<file path="config.mk">
export PLATFORM = sky130hd
export DESIGN_NAME = leaky_pid_balance_controller
export DESIGN_NICKNAME = d
export VERILOG_FILES = /design/src/hdl/lpbc_pkg.sv /design/src/hdl/leaky_pid_balance_controller.sv
export VERILOG_INCLUDE_DIRS = /design/src /design/src/hdl
export SDC_FILE = /design/constraint.sdc
export NUM_CORES = 1
export LEC_CHECK = 0
export BUFFER_PORTS_ARGS = -buffer_cell sky130_fd_sc_hd__buf_2
export CORE_MARGIN = 4
export CORE_UTILIZATION = 63
export DETAILED_ROUTE_END_ITERATION = 10
export GPL_ROUTABILITY_DRIVEN = 0
export HOLD_SLACK_MARGIN = 0.1
export MAX_ROUTING_LAYER = met4
export PLACE_DENSITY = 0.78
export SYNTH_ARGS = -nofsm -noshare
export SYNTH_HDL_FRONTEND = slang
export SYNTH_SLANG_ARGS = --single-unit
</file>
<file path="constraint.sdc">
create_clock -name clk_i -period 7.8 [get_ports clk_i]
set_input_delay 1.56 -clock clk_i [delete_from_list [all_inputs] [get_ports clk_i]]
set_output_delay 1.56 -clock clk_i [all_outputs]
set_load 0.05 [all_outputs]
</file>
<file path="src/hdl/assert_macros.svh">
// Assertion helpers used by the controller RTL
`ifndef ASSERT_MACROS_SVH
`define ASSERT_MACROS_SVH

// property sampled on the rising clock edge, disabled while reset is low
`define ASSERT_PROP(lbl, clk, rst_n, prop, msg) \
  lbl: assert property (@(posedge clk) disable iff (!rst_n) prop) \
    else $error(msg);

// implication form of the above
`define ASSERT_IMPLIES(lbl, clk, rst_n, ante, cons, msg) \
  `ASSERT_PROP(lbl, clk, rst_n, (ante) |-> (cons), msg)

`endif

</file>
<file path="src/hdl/lpbc_pkg.sv">
// ----------------------------------------------------------------------------
// lpbc_pkg
// Types and constants of the leaky PID balance controller.
// ----------------------------------------------------------------------------
`default_nettype none

package lpbc_pkg;

  localparam int unsigned GAIN_W    = 16;
  localparam int unsigned ERR_W     = 17;
  localparam int unsigned DIFF_W    = 18;
  localparam int unsigned SUM_W     = 24;
  localparam int unsigned ACC_W     = 60;
  localparam int unsigned CFG_IDX_W = 3;
  localparam int unsigned BIT_CNT_W = 4;

  localparam logic [BIT_CNT_W-1:0] BIT_LAST = 4'd15;

  // 0.95 as a 16-bit fraction
  localparam logic [GAIN_W-1:0] LEAK_NUM = 16'd62259;

  localparam logic [CFG_IDX_W-1:0] REG_PROP_GAIN     = 3'd0;
  localparam logic [CFG_IDX_W-1:0] REG_INTEG_GAIN    = 3'd1;
  localparam logic [CFG_IDX_W-1:0] REG_DERIV_GAIN    = 3'd2;
  localparam logic [CFG_IDX_W-1:0] REG_LOOP_GAIN     = 3'd3;
  localparam logic [CFG_IDX_W-1:0] REG_TILT_SETPOINT = 3'd4;

  localparam logic [GAIN_W-1:0] PROP_GAIN_RST     = 16'd3584;
  localparam logic [GAIN_W-1:0] INTEG_GAIN_RST    = 16'd2048;
  localparam logic [GAIN_W-1:0] DERIV_GAIN_RST    = 16'd53760;
  localparam logic [GAIN_W-1:0] LOOP_GAIN_RST     = 16'd545;
  localparam logic [GAIN_W-1:0] TILT_SETPOINT_RST = 16'd0;

  typedef enum logic [3:0] {
    ST_IDLE,
    ST_LEAK,
    ST_SUM,
    ST_PTERM,
    ST_ITERM,
    ST_DTERM,
    ST_SCALE,
    ST_LOOP,
    ST_CLAMP
  } state_e;

endpackage

`default_nettype wire

</file>
<file path="src/hdl/leaky_pid_balance_controller.sv">
// A sample passes the leak, sum, P, I and D term, scale, loop and clamp steps
// before its result beat is valid; a new one is taken only in idle. A single
// shift-add multiplier retires one gain bit per cycle, shared by five 16-bit
// products. The result register frees the input side while a result waits.
// Reset (rst_ni low, asynchronous): gains and setpoint to defaults,
// leaky sum and previous error to zero, no result pending.
// ----------------------------------------------------------------------------
// leaky_pid_balance_controller
// PID balance controller with leaky integral, bit-serial shared multiplier
// and symmetric output clamp.
// ----------------------------------------------------------------------------
`default_nettype none
`include "assert_macros.svh"

module leaky_pid_balance_controller (
  input  wire logic                                 clk_i,
  input  wire logic                                 rst_ni,
  input  wire logic                                 cfg_valid_i,
  output logic                                      cfg_ready_o,
  input  wire logic [lpbc_pkg::CFG_IDX_W-1:0]       cfg_index_i,
  input  wire logic [lpbc_pkg::GAIN_W-1:0]          cfg_data_i,
  input  wire logic                                 in_valid_i,
  output logic                                      in_stall_o,
  input  wire logic signed [15:0]                   tilt_angle_i,
  input  wire logic [15:0]                          speed_cap_i,
  output logic                                      out_valid_o,
  input  wire logic                                 out_stall_i,
  output logic signed [16:0]                        drive_speed_o,
  output logic signed [16:0]                        tilt_error_o,
  output logic                                      hit_cap_o
);

  localparam int unsigned ACC_W  = lpbc_pkg::ACC_W;
  localparam int unsigned ERR_W  = lpbc_pkg::ERR_W;
  localparam int unsigned SUM_W  = lpbc_pkg::SUM_W;
  localparam int unsigned DIFF_W = lpbc_pkg::DIFF_W;
  localparam int unsigned GAIN_W = lpbc_pkg::GAIN_W;

  lpbc_pkg::state_e state_q, state_d;

  logic [GAIN_W-1:0] prop_gain_q, integ_gain_q, deriv_gain_q, loop_gain_q;
  logic signed [15:0] tilt_setpoint_q;

  logic signed [SUM_W-1:0]  leaky_sum_q, leaky_sum_d;
  logic signed [ERR_W-1:0]  prev_err_q, prev_err_d;
  logic signed [ERR_W-1:0]  err_q, err_d;
  logic signed [DIFF_W-1:0] diff_q, diff_d;
  logic [15:0]              cap_q, cap_d;

  logic signed [ACC_W-1:0] acc_q, acc_d;
  logic signed [ACC_W-1:0] mcand_q, mcand_d;
  logic [GAIN_W-1:0]       mplr_q, mplr_d;
  logic [lpbc_pkg::BIT_CNT_W-1:0] bit_cnt_q, bit_cnt_d;

  logic                    out_valid_q, out_valid_d;
  logic signed [16:0]      drive_q, drive_d;
  logic signed [ERR_W-1:0] out_err_q, out_err_d;
  logic                    hit_q, hit_d;

  logic in_accept, out_free, mult_active, last_bit;
  logic signed [ACC_W-1:0] acc_step;
  logic signed [SUM_W:0]   sum_raw;
  logic signed [SUM_W-1:0] sum_sat;
  logic signed [43:0]      drive_full, cap_pos, cap_neg;
  logic                    clamp_lo, clamp_hi;

  assign cfg_ready_o = 1'b1;
  assign in_accept   = in_valid_i && !in_stall_o;
  assign out_free    = !out_valid_q || !out_stall_i;
  assign last_bit    = (bit_cnt_q == lpbc_pkg::BIT_LAST);

  // one multiplier bit per cycle
  assign acc_step = mplr_q[0] ? (acc_q + mcand_q) : acc_q;

  // leak term is floor(sum * 0.95), sits in product bits [39:16]
  assign sum_raw = {acc_q[39], acc_q[39:16]} + {{(SUM_W+1-ERR_W){err_q[ERR_W-1]}}, err_q};
  always_comb begin
    if (sum_raw[SUM_W] != sum_raw[SUM_W-1]) begin
      sum_sat = sum_raw[SUM_W] ? {1'b1, {(SUM_W-1){1'b0}}} : {1'b0, {(SUM_W-1){1'b1}}};
    end else begin
      sum_sat = sum_raw[SUM_W-1:0];
    end
  end

  assign drive_full = acc_q[ACC_W-1:16];
  assign cap_pos    = {28'd0, cap_q};
  assign cap_neg    = -cap_pos;
  assign clamp_lo   = (drive_full <= cap_neg);
  assign clamp_hi   = (drive_full >= cap_pos);

  // next state
  always_comb begin
    state_d = state_q;
    case (state_q)
      lpbc_pkg::ST_IDLE:  if (in_accept) state_d = lpbc_pkg::ST_LEAK;
      lpbc_pkg::ST_LEAK:  if (last_bit) state_d = lpbc_pkg::ST_SUM;
      lpbc_pkg::ST_SUM:   state_d = lpbc_pkg::ST_PTERM;
      lpbc_pkg::ST_PTERM: if (last_bit) state_d = lpbc_pkg::ST_ITERM;
      lpbc_pkg::ST_ITERM: if (last_bit) state_d = lpbc_pkg::ST_DTERM;
      lpbc_pkg::ST_DTERM: if (last_bit) state_d = lpbc_pkg::ST_SCALE;
      lpbc_pkg::ST_SCALE: state_d = lpbc_pkg::ST_LOOP;
      lpbc_pkg::ST_LOOP:  if (last_bit) state_d = lpbc_pkg::ST_CLAMP;
      lpbc_pkg::ST_CLAMP: if (out_free) state_d = lpbc_pkg::ST_IDLE;
      default:            state_d = lpbc_pkg::ST_IDLE;
    endcase
  end

  // outputs and datapath
  always_comb begin
    in_stall_o  = (state_q != lpbc_pkg::ST_IDLE);
    mult_active = 1'b0;
    leaky_sum_d = leaky_sum_q;
    prev_err_d  = prev_err_q;
    err_d       = err_q;
    diff_d      = diff_q;
    cap_d       = cap_q;
    acc_d       = acc_q;
    mcand_d     = {mcand_q[ACC_W-2:0], 1'b0};
    mplr_d      = {1'b0, mplr_q[GAIN_W-1:1]};
    out_valid_d = out_valid_q && out_stall_i;
    drive_d     = drive_q;
    out_err_d   = out_err_q;
    hit_d       = hit_q;
    case (state_q)
      lpbc_pkg::ST_IDLE: begin
        mcand_d = mcand_q;
        mplr_d  = mplr_q;
        if (in_accept) begin
          err_d   = {tilt_angle_i[15], tilt_angle_i} - {tilt_setpoint_q[15], tilt_setpoint_q};
          cap_d   = speed_cap_i;
          acc_d   = '0;
          mcand_d = {{(ACC_W-SUM_W){leaky_sum_q[SUM_W-1]}}, leaky_sum_q};
          mplr_d  = lpbc_pkg::LEAK_NUM;
        end
      end
      lpbc_pkg::ST_LEAK: begin
        mult_active = 1'b1;
        acc_d       = acc_step;
      end
      lpbc_pkg::ST_SUM: begin
        leaky_sum_d = sum_sat;
        prev_err_d  = err_q;
        diff_d      = {err_q[ERR_W-1], err_q} - {prev_err_q[ERR_W-1], prev_err_q};
        acc_d       = '0;
        mcand_d     = {{(ACC_W-ERR_W){err_q[ERR_W-1]}}, err_q};
        mplr_d      = prop_gain_q;
      end
      lpbc_pkg::ST_PTERM: begin
        mult_active = 1'b1;
        acc_d       = acc_step;
        if (last_bit) begin
          mcand_d = {{(ACC_W-SUM_W){leaky_sum_q[SUM_W-1]}}, leaky_sum_q};
          mplr_d  = integ_gain_q;
        end
      end
      lpbc_pkg::ST_ITERM: begin
        mult_active = 1'b1;
        acc_d       = acc_step;
        if (last_bit) begin
          mcand_d = {{(ACC_W-DIFF_W){diff_q[DIFF_W-1]}}, diff_q};
          mplr_d  = deriv_gain_q;
        end
      end
      lpbc_pkg::ST_DTERM: begin
        mult_active = 1'b1;
        acc_d       = acc_step;
      end
      lpbc_pkg::ST_SCALE: begin
        acc_d   = '0;
        mcand_d = acc_q;
        mplr_d  = loop_gain_q;
      end
      lpbc_pkg::ST_LOOP: begin
        mult_active = 1'b1;
        acc_d       = acc_step;
      end
      lpbc_pkg::ST_CLAMP: begin
        mcand_d = mcand_q;
        mplr_d  = mplr_q;
        if (out_free) begin
          out_valid_d = 1'b1;
          out_err_d   = err_q;
          hit_d       = clamp_lo || clamp_hi;
          if (clamp_lo) begin
            drive_d = cap_neg[16:0];
          end else if (clamp_hi) begin
            drive_d = {1'b0, cap_q};
          end else begin
            drive_d = drive_full[16:0];
          end
        end
      end
      default: begin
        mcand_d = mcand_q;
        mplr_d  = mplr_q;
      end
    endcase
    bit_cnt_d = mult_active ? (bit_cnt_q + 1'b1) : '0;
  end

  always_ff @(posedge clk_i or negedge rst_ni) begin
    if (!rst_ni) begin
      state_q         <= lpbc_pkg::ST_IDLE;
      bit_cnt_q       <= '0;
      out_valid_q     <= 1'b0;
      leaky_sum_q     <= '0;
      prev_err_q      <= '0;
      prop_gain_q     <= lpbc_pkg::PROP_GAIN_RST;
      integ_gain_q    <= lpbc_pkg::INTEG_GAIN_RST;
      deriv_gain_q    <= lpbc_pkg::DERIV_GAIN_RST;
      loop_gain_q     <= lpbc_pkg::LOOP_GAIN_RST;
      tilt_setpoint_q <= lpbc_pkg::TILT_SETPOINT_RST;
    end else begin
      state_q     <= state_d;
      bit_cnt_q   <= bit_cnt_d;
      out_valid_q <= out_valid_d;
      leaky_sum_q <= leaky_sum_d;
      prev_err_q  <= prev_err_d;
      if (cfg_valid_i && cfg_ready_o) begin
        case (cfg_index_i)
          lpbc_pkg::REG_PROP_GAIN:     prop_gain_q     <= cfg_data_i;
          lpbc_pkg::REG_INTEG_GAIN:    integ_gain_q    <= cfg_data_i;
          lpbc_pkg::REG_DERIV_GAIN:    deriv_gain_q    <= cfg_data_i;
          lpbc_pkg::REG_LOOP_GAIN:     loop_gain_q     <= cfg_data_i;
          lpbc_pkg::REG_TILT_SETPOINT: tilt_setpoint_q <= cfg_data_i;
          default: ;
        endcase
      end
    end
  end

  always_ff @(posedge clk_i) begin
    err_q     <= err_d;
    diff_q    <= diff_d;
    cap_q     <= cap_d;
    acc_q     <= acc_d;
    mcand_q   <= mcand_d;
    mplr_q    <= mplr_d;
    drive_q   <= drive_d;
    out_err_q <= out_err_d;
    hit_q     <= hit_d;
  end

  assign out_valid_o   = out_valid_q;
  assign drive_speed_o = drive_q;
  assign tilt_error_o  = out_err_q;
  assign hit_cap_o     = hit_q;

  `ASSERT_IMPLIES(a_sum_upd_in_sum, clk_i, rst_ni, !$stable(leaky_sum_q),
    $past(state_q) == lpbc_pkg::ST_SUM, "leaky sum changed outside the sum step")
  `ASSERT_IMPLIES(a_result_from_clamp, clk_i, rst_ni, $rose(out_valid_o),
    $past(state_q) == lpbc_pkg::ST_CLAMP, "result beat not issued by the clamp step")
  `ASSERT_IMPLIES(a_cnt_idle_zero, clk_i, rst_ni,
    state_q == lpbc_pkg::ST_IDLE || state_q == lpbc_pkg::ST_CLAMP,
    bit_cnt_q == '0, "bit counter not aligned at product boundary")

endmodule

`default_nettype wire

</file>
==> flow_summary.ini, run 1 <==
[run_status]
status = finished clean

[synth]
synth.yosys.warnings = 0
synth_xor_area_share_pct = 3.77
synth-compound-area-share_pct = 17.8
syn_inst = 2218
yosysUniqueCellTypes = 84
yosysTopAreaCellShare_pct = 30.2
ys_async_sr_fraction_pct = 36.9
synthAdderAreaFrac_pct = 11.2
synthMuxAreaShare_pct = 4.19
synth_seq_cells = 352
synth.area.top_cells = edfxtp_1 30%, dfrtp_1 13%, ha_1 10%
synth.avg_cell_area_um2 = 9.96
synth_top_family_by_area = compound AO/OA/AOI/OAI gates
yosys.area.top_type = edfxtp_1
synthFlopType = edfxtp_1
synth-simple-area-share_pct = 14.0
synth.net_count = 2456
synth-edff-count = 222
synth-seq-area-share_pct = 45.0
syn_area_mm2 = 0.0221

[die]
die_x_um = 195
die_h_um = 195
rows = 68
die_area_mm2 = 0.0381
core-area_mm2 = 0.0345
initial_core_util_pct = 63.9
pin_count = 94

[power_and_ir_drop]
p_per_area_mw_per_mm2 = 441
ir_worst_vdd_uv = 229
fin_total_pwr_mw = 10.6
p_int_mw = 6.08
swShare_pct = 42.7
clockPowerShare_pct = 16.9
pwr-share-seq_pct = 33.0
cellLeakagePower_nw = 10.3
pwr-share-comb_pct = 50.1
switchingPower_mw = 4.54

[critical_path]
cp-end-kind = register
arrival_ns = 6.42
critPathMaxStageDelay_ns = 0.57
cpMaxStageDelayCell = and2_1
critPathLaunchType = register
worstPathMaxFanout = 33
worstSetupPathType = register to register
cp_common_cell = or3_1
crit_required_ns = 8.09
r2r_cells = 20
worstPathCellList = or3_1 -> or3_1 -> or3_1 -> inv_2 -> nand3_2 -> inv_2 -> nand3_1 -> nor4_1 -> ha_1 -> a21o_1 -> a21o_1 -> a21oi_1 -> o21a_1 -> nor2_1 -> o41ai_2 -> o2111ai_2 -> mux2i_4 -> buf_4 -> and2_1 -> mux2i_1

[drt]
vias = 18000
drc = 0
drtIter0Drc = 1556
ant_nets = 0
finalWirelength_um = 58700
viasPerCell = 6.56
dr.pass1.iters = 6
drt-wirelength-per-cell_um = 21.4

[cells_and_area]
filler_cell_count = 2607
nets = 2498
synthToLayoutAreaGrowth_pct = 9.17
drive_above_1_share_pct = 12.9

[sta]
setup_viol = 0
fin_skew_ns = 0.0216
setup_slack_ns = 1.67
max_freq_mhz = 163
setup_tns_ns = 0
final_max_slew_viol_count = 0
relSlewSlack_pct = 23.7
timing.final.crit_share_pct = 78.6
worst_pin_slew_ns = 1.14
rsz0062_at_grt = false
period_minus_slack_ns = 6.13
hold_violations = 0

[clocking]
clkTransAtPathRegs_ns = 0.06
cts_buffers = 39
clock_sinks = 352
cts_max_level = 2
ctsResizeCount = 0
clk_path_buf_depth = 3
tritoncts = built
postCtsSetupBuffers = 0
hold_buffers = 0
clkLatencyLatePin_ns = 0.58
cts_root_buf = clkbuf_16

[global_route]
track_usage_pct = 30.9
grt_overflow_total = 0
grt_antenna_before_repair = 1
grt_pass1_vias = 18100
grt_max_degree = 87
grt_pass1_wl_um = 93300

[run]
maxCapViolCount = 0

[placed_design]
dp_hpwl_um = 40400
place_ws_ns = 1.74
numPortBuffers = 92

[worst_hold_path]
hold_path_class = register to register
hold_depth = 1
[per-stage QoR]
stage | utilization (%) | std cells | hold WS [ns] | area, um^2
3_3_place_gp | 66.2 | 2674 | 0.450 | 22900
2_1_floorplan | - | 2218 | 0.433 | 22100
5_1_grt | 69.8 | 2745 | 0.503 | 24100
3_5_place_dp | 66.2 | 2674 | 0.461 | 22900
6_report | 69.8 | 2746 | 0.466 | 24100
4_1_cts | 69.8 | 2744 | 0.469 | 24100
[path summary, 6_finish.rpt]
| kind | from | end | slack, ns |
|---|---|---|---|
| min in group asynchronous | rst_ni | prev_err_q[9] | 1.06 |
| max in group asynchronous | rst_ni | tilt_setpoint_q[3] | 5.28 |
| worst max-delay path | cap_q[2] | drive_speed_o[0] | 1.67 |
| worst min-delay path | bit_cnt_q[0] | bit_cnt_q[0] | 0.47 |
| worst min register to register | bit_cnt_q[0] | bit_cnt_q[0] | 0.47 |
| worst max register to register | cap_q[2] | drive_speed_o[0] | 1.67 |
[sequential cells by signal, summed over array words and instances (netlist names), 16 cells and up]
register,count
mcand_q,60
cap_q,16
diff_q,18
acc_q,60
drive_speed_o,17
prop_gain_q,16
prev_err_q,17
integ_gain_q,16
tilt_setpoint_q,16
tilt_error_o,17
loop_gain_q,16
leaky_sum_q,24
mplr_q,16
deriv_gain_q,16
err_q,17
[logic make-up after synthesis]
kind of cell / after synthesis
simple gates: 660
buf+inv: 225
xor+xnor: 95
compound gates: 603
flops: 352
other cells: 1
fa+ha+maj: 199
mux: 83
[cells in the final DEF (no fill, tap or decap), drive strengths merged, types with 17 or more instances in the layout]
cell type,count
nor3,49
nand2b,18
xor2,41
mux2,65
nand4,40
nor4,22
o211ai,19
nand3,65
mux2i,18
o21ai,161
xnor2,54
clkbuf,50
buf,110
a21oi,164
nor2b,24
ha,178
maj3,17
edfxtp,222
a21o,66
inv,119
nand2,197
o21a,18
o21bai,19
nor2,182
dfrtp,119
a222oi,23
[area by class of cell]
cell class,instances,area [um^2],share of cell area (%)
clock buffers,50,1040,4.30
inverters,116,435,1.81
flip-flops and latches,352,9930,41.2
clock inverters,20,190,0.789
well taps,455,569,2.36
diodes,2,5.00,0.0208
repair buffers,110,598,2.48
multi-input cells,1641,11300,47.0
[power groups by stage]
| stage | Clock, mW | Combinational [mW] | Sequential, mW |
|---|---|---|---|
| 5_1_grt | 1.90 | 5.88 | 3.55 |
| 6_report | 1.80 | 5.32 | 3.50 |
| 3_3_place_gp | 0 | 4.97 | 3.48 |
| 2_1_floorplan | 0 | 4.11 | 3.25 |
| 4_1_cts | 1.83 | 5.23 | 3.48 |
| 3_5_place_dp | 0 | 5.18 | 3.51 |
[synthesized netlist by cell type, types with 23 or more instances]
master    count
inv_1       113
clkbuf_1     96
nor3_1       48
nand2_1     197
mux2_2       65
nand4_1      40
xnor2_1      54
a21o_1       66
nor2_1      182
a21oi_1     163
ha_1        178
dfrtp_1     119
o21ai_0     131
nand3_1      63
a222oi_1     23
o21ai_1      30
nor2b_1      24
xor2_1       41
edfxtp_1    222
[worst max-delay path, delay by kind of cell, from the launching register on]
family	cells	cell delay [ns]
adders and majority gates	1	0.35
and+or+nand+nor	8	2.88
AOI/OAI and AO/OA	6	1.25
DFF	1	0.48
buffers and inverters	3	0.57
muxes	2	0.35
[routing by layer]
| metal | up-vias | share of wire (%) | global-route usage (%) |
|---|---|---|---|
| met1 | 8696 | 40 | 38.2 |
| met2 | 848 | 48 | 50.0 |
| met3 | 179 | 8.1 | 5.57 |
| met5 | - | 0 | - |
| met4 | 0 | 4.4 | 13.6 |
| li1 | 8289 | - | - |
No activity file was read; power rests on OpenSTA's default activity.
==> inputs of run 2 (changes only) <==
==> constraint.sdc (replaced) <==
create_clock -name clk_i -period 5.9 [get_ports clk_i]
set_input_delay 1.18 -clock clk_i [delete_from_list [all_inputs] [get_ports clk_i]]
set_output_delay 1.18 -clock clk_i [all_outputs]
set_load 0.05 [all_outputs]
==> run 2 against run 1 <==
Final area rose by 0.53%. Non-clock buffer count rose by 4. Final cell count rose by 0.22%. Via count fell by 0.47%. Setup slack got worse by 1.4 ns. Register-to-register slack got worse by 1.4 ns. Largest power group unchanged. Sequential share of layout area fell by 0.22 points. Critical path type unchanged. Utilization rose by 0.37 points.
==> flow_summary.ini, run 2 (same netlist as run 1, synthesis figures left out) <==
[drt]
drc = 0
drt-wirelength-per-cell_um = 21.0
vias = 17900
ant_nets = 0
dr.pass1.iters = 6
finalWirelength_um = 57900
drtIter0Drc = 1569
viasPerCell = 6.51

[die]
pin_count = 94
rows = 68
die_area_mm2 = 0.0381
die_h_um = 195
core-area_mm2 = 0.0345
initial_core_util_pct = 63.9
die_x_um = 195

[placed_design]
dp.cells = 2675
dp_hpwl_um = 40000
place_area_mm2 = 0.0229
numPortBuffers = 92

[power_and_ir_drop]
cellLeakagePower_nw = 10.3
pwr-share-seq_pct = 32.8
ir_worst_vdd_uv = 319
switchingPower_mw = 5.95
fin_total_pwr_mw = 14.1
p_int_mw = 8.16
p_per_area_mw_per_mm2 = 582
clockPowerShare_pct = 17.5
pwr-share-comb_pct = 49.7
swShare_pct = 42.2

[sta]
timing.final.crit_share_pct = 94.8
rsz0062_at_grt = false
max_freq_mhz = 179
fin_skew_ns = 0.0192
worst_pin_slew_ns = 1.18
period_minus_slack_ns = 5.59
final_max_slew_viol_count = 0
setup_viol = 0
hold_violations = 0
relSlewSlack_pct = 21.2
setup_tns_ns = 0

[global_route]
grt_overflow_total = 0
grt_antenna_before_repair = 1
grt_pass1_wl_um = 92700
track_usage_pct = 30.7
grt_max_degree = 86
grt_pass1_vias = 17900

[run_status]
status = finished clean

[critical_path]
worstPathCellList = or3_1 -> or3_1 -> or3_1 -> inv_2 -> nand3_2 -> inv_2 -> nand3_1 -> nor4_2 -> ha_1 -> a21o_1 -> a21o_1 -> a21oi_1 -> o21a_1 -> nor2_1 -> o41ai_2 -> o2111ai_2 -> mux2i_4 -> buf_4 -> mux2i_1 -> a221o_1
critPathTopFamily = simple AND/OR/NAND/NOR gates
worstSetupPathType = register to register
worstPathMaxFanout = 16
cp_common_cell = or3_1
cp_num_buf_inv = 3
cp-end-kind = register
arrival_ns = 5.91
critPathLaunchType = register
critPathMaxStageDelay_ns = 0.48
crit_required_ns = 6.21
cpMaxStageDelayCell = edfxtp_1

[clocking]
cts_buffers = 39
clk_path_buf_depth = 3
cts_max_level = 2
clock_sinks = 352
tritoncts = built
cts_root_buf = clkbuf_16
clkLatencyLatePin_ns = 0.57
clkTransAtPathRegs_ns = 0.06

[run]
maxCapViolCount = 0

[cells_and_area]
synthToLayoutAreaGrowth_pct = 9.75
nets = 2502
largestRegisters = acc_q: 60 flops, mcand_q: 60 flops, leaky_sum_q: 24 flops
finalNonFillerCells = 2752
postLayoutCellArea_mm2 = 0.0242
final_cell_mix = 222 x edfxtp_1, 196 x nand2_1, 178 x ha_1, 176 x nor2_1, 162 x a21oi_1
drive_above_1_share_pct = 13.3
final_common_cell = edfxtp_1

[worst_hold_path]
hold_path_class = register to register
## run 2: cell types whose count changed in the layout (fill, tap and decap cells not counted), moves of 2 or more
cell        previous run  this run
nor4_2                 2         4
clkbuf_8               2         7
inv_16                 2         0
buf_4                 19        22
clkinv_1               4         6
clkinv_2               7         4
nor4_1                20        18
clkinvlp_4             3         1
## run 2: stage by stage
step / hold WS, ns / utilization (%) / worst slack [ns]
after global routing: 0.512 / 70.2 / 0.0870
final: 0.462 / 70.2 / 0.308
after global placement: 0.453 / 66.3 / 0.514
after floorplan: 0.433 / - / 0.663
after CTS: 0.468 / 70.0 / 0.209
after detailed placement: 0.454 / 66.3 / 0.275
## run 2: what timing repair did
item,4_1_cts,5_1_grt
resized for setup,0,3
hold buffers,0,0
buffers inserted,0,3
setup endpoints to repair,0,15
## run 2: path summary, 6_finish.rpt
| kind | start | end | slack, ns | cells after the start |
|---|---|---|---|---|
| max | cap_q[2] | drive_speed_o[3] | 0.31 | 20 |
| min | bit_cnt_q[0] | bit_cnt_q[0] | 0.46 | 1 |
| max reg2reg | cap_q[2] | drive_speed_o[3] | 0.31 | 20 |
| min reg2reg | bit_cnt_q[0] | bit_cnt_q[0] | 0.46 | 1 |
| max in group asynchronous | rst_ni | loop_gain_q[11] | 3.99 | 2 |
| min in group asynchronous | rst_ni | prev_err_q[9] | 0.64 | 1 |
## run 2: area by class of cell
class / instances / area [um^2]
tap: 455 / 569
fill: 2586 / 10300
sequential: 352 / 9930
antenna: 2 / 5.00
inverter: 116 / 435
multi-input combinational: 1641 / 11400
clock inverter: 18 / 204
clock buffer: 54 / 1100
timing repair buffer: 114 / 632
## run 2: metal layers
metal	GRT usage [%]	share of wire, %	vias to the layer above
met5	-	0	-
met4	11.0	3.6	0
met3	6.12	8.6	168
met2	49.4	47	840
met1	39.2	40	8614
li1	-	-	8305
## run 2: power by group through the flow
stage / Sequential (mW) / Clock (mW) / Combinational, mW
6_report: 4.63 / 2.47 / 7.01
3_3_place_gp: 4.60 / 0 / 6.58
3_5_place_dp: 4.63 / 0 / 6.83
2_1_floorplan: 4.29 / 0 / 5.43
4_1_cts: 4.60 / 2.50 / 6.89
5_1_grt: 4.70 / 2.60 / 7.78
==> inputs of run 3 (changes only) <==
--- a/config.mk
+++ b/config.mk
@@ -6,7 +6,7 @@
 export SDC_FILE = /design/constraint.sdc
 export NUM_CORES = 1
 export LEC_CHECK = 0
-export BUFFER_PORTS_ARGS = -buffer_cell sky130_fd_sc_hd__buf_2
+export BUFFER_PORTS_ARGS = -buffer_cell sky130_fd_sc_hd__clkbuf_2
 export CORE_MARGIN = 4
 export CORE_UTILIZATION = 63
 export DETAILED_ROUTE_END_ITERATION = 10
==> run 3 against run 2 <==
First-iteration DRC count rose by 4.9%. Utilization about the same. Clock skew decreased by 0.0027 ns. Combinational power about the same. Final cell count about the same. Register-to-register slack worse by 0.07 ns. Via count down 0.21%. Largest power group unchanged. Sequential share of layout area about the same. Flip-flop and latch count unchanged.
==> flow_summary.ini, run 3 (same netlist as run 1, synthesis figures left out) <==
[critical_path]
cpMaxStageDelayCell = edfxtp_1
rrSetupSlack_ns = 0.24
r2r_end = drive_speed_o[8]
worstPathMaxFanout = 16
arrival_ns = 5.98
crit_required_ns = 6.22
cp_common_cell = or3_1
cp_num_buf_inv = 4
critPathLaunchType = register
critPathMaxStageDelay_ns = 0.48
cp-end-kind = register
worstPathCellList = or3_1 -> or3_1 -> or3_1 -> inv_2 -> nand3_2 -> inv_2 -> nand3_1 -> buf_4 -> nor4_1 -> ha_1 -> nand4_1 -> nor3_1 -> nand3_1 -> o2111ai_2 -> mux2i_4 -> buf_4 -> mux2i_1 -> a221o_1
critPathTopFamily = simple AND/OR/NAND/NOR gates
r2r_cells = 18
worstReg2RegStart = cap_q[2]
worstSetupPathType = register to register

[sta]
fin_skew_ns = 0.0165
max_freq_mhz = 177
period_minus_slack_ns = 5.66
rsz0062_at_grt = false
setup_tns_ns = 0
hold_violations = 0
relSlewSlack_pct = 23.0
final_max_slew_viol_count = 0
whs_ns = 0.463
setup_viol = 0
worst_pin_slew_ns = 1.16
timing.final.crit_share_pct = 95.9
setup_slack_ns = 0.242

[cells_and_area]
nets = 2502
multi_input_area_mm2 = 0.0114
seq_area_mm2 = 0.00993
final_cell_mix = 222 x edfxtp_1, 197 x nand2_1, 178 x ha_1, 176 x nor2_1, 162 x a21oi_1
filler_cell_count = 2582
final_common_cell = edfxtp_1
largestRegisters = acc_q: 60 flops, mcand_q: 60 flops, leaky_sum_q: 24 flops
synthToLayoutAreaGrowth_pct = 9.79
drive_above_1_share_pct = 13.3
finalNonFillerCells = 2753

[global_route]
grt_overflow_total = 0
track_usage_pct = 30.9
grt_pass1_wl_um = 93300
grt_antenna_before_repair = 2
grt_pass1_vias = 17800
grt_max_degree = 80

[power_and_ir_drop]
ir_worst_vdd_uv = 373
pwr-share-seq_pct = 32.7
p_per_area_mw_per_mm2 = 583
switchingPower_mw = 5.98
clockPowerShare_pct = 17.8
swShare_pct = 42.3
p_int_mw = 8.15
cellLeakagePower_nw = 10.4
pwr-share-comb_pct = 49.5

[clocking]
cts_max_level = 2
postCtsSetupBuffers = 0
ctsResizeCount = 0
tritoncts = built
cts_buffers = 39
clkTransAtPathRegs_ns = 0.06
hold_buffers = 0
clock_sinks = 352
clkLatencyLatePin_ns = 0.58
clk_path_buf_depth = 3
cts_root_buf = clkbuf_16

[drt]
ant_nets = 0
dr.pass1.iters = 9
viasPerCell = 6.50
finalWirelength_um = 58200
drt-wirelength-per-cell_um = 21.1
drtIter0Drc = 1646
vias = 17900
drc = 0

[placed_design]
place_ws_ns = 0.281
dp_hpwl_um = 40200
numPortBuffers = 92
dp.cells = 2678

[die]
die_x_um = 195
rows = 68
pin_count = 94
die_h_um = 195
core-area_mm2 = 0.0345
die_area_mm2 = 0.0381
initial_core_util_pct = 63.9

[worst_hold_path]
min_from = bit_cnt_q[0]
hold_depth = 1
hold-path-endpoint = bit_cnt_q[0]
hold_path_class = register to register

[run]
maxCapViolCount = 0

[run_status]
status = finished clean
run 3: cell count changes in the layout (fill, tap and decap cells not counted):
| cell | previous run | this run |
|---|---|---|
| clkbuf_8 | 7 | 5 |
| diode_2 | 2 | 3 |
| inv_6 | 1 | 2 |
| clkbuf_1 | 8 | 7 |
| inv_4 | 0 | 1 |
| nand2_1 | 196 | 197 |
| nand2_2 | 1 | 0 |
| buf_2 | 91 | 0 |
| clkbuf_16 | 39 | 40 |
| clkbuf_2 | 0 | 91 |
run 3: worst reg2reg max path, delay by kind of cell, from the launching register on:
kind / cells / cell delay (ns)
buffers and inverters: 4 / 0.76
DFF: 1 / 0.48
and+or+nand+nor: 9 / 2.78
AOI/OAI and AO/OA: 2 / 0.61
muxes: 2 / 0.57
adders and majority gates: 1 / 0.21
run 3: per-layer routing:
metal | global-route usage, % | wire, um | up-vias
li1 | - | - | 8301
met5 | - | 0 | -
met3 | 5.68 | 4710 | 170
met1 | 39.1 | 23500 | 8574
met2 | 49.6 | 27700 | 844
met4 | 12.4 | 2220 | 0
run 3: worst max-delay path by stage:
stage	from	end	cells after the start
after global routing	cap_q[2]	drive_speed_o[8]	18
after global placement	cap_q[2]	drive_speed_o[0]	19
after floorplan	state_q[3]	acc_q[0]	6
after detailed placement	cap_q[2]	drive_speed_o[0]	19
after CTS	cap_q[2]	drive_speed_o[0]	19
final	cap_q[2]	drive_speed_o[8]	18
run 3: final cells by class:
cell class / count / area share, %
Clock buffer: 52 / 4.52
Multi-Input combinational cell: 1641 / 46.8
Clock inverter: 20 / 0.903
Antenna cell: 3 / 0.0310
Sequential cell: 352 / 41.0
Tap cell: 455 / 2.35
Timing Repair Buffer: 114 / 2.61
Inverter: 116 / 1.80
run 3: through the flow:
step,power (mW),area [um^2],util (%)
after CTS,14.0,24200,70.1
after global routing,15.1,24200,70.2
after floorplan,9.72,22100,-
after detailed placement,11.4,22900,66.3
after global placement,11.2,22900,66.3
final,14.1,24200,70.2
run 3: power by group through the flow:
stage | combinational, mW | clock, mW | sequential (mW)
after global placement | 6.59 | 0 | 4.60
after floorplan | 5.43 | 0 | 4.29
after detailed placement | 6.80 | 0 | 4.64
final | 6.99 | 2.52 | 4.63
after global routing | 7.76 | 2.64 | 4.69
after CTS | 6.88 | 2.54 | 4.60
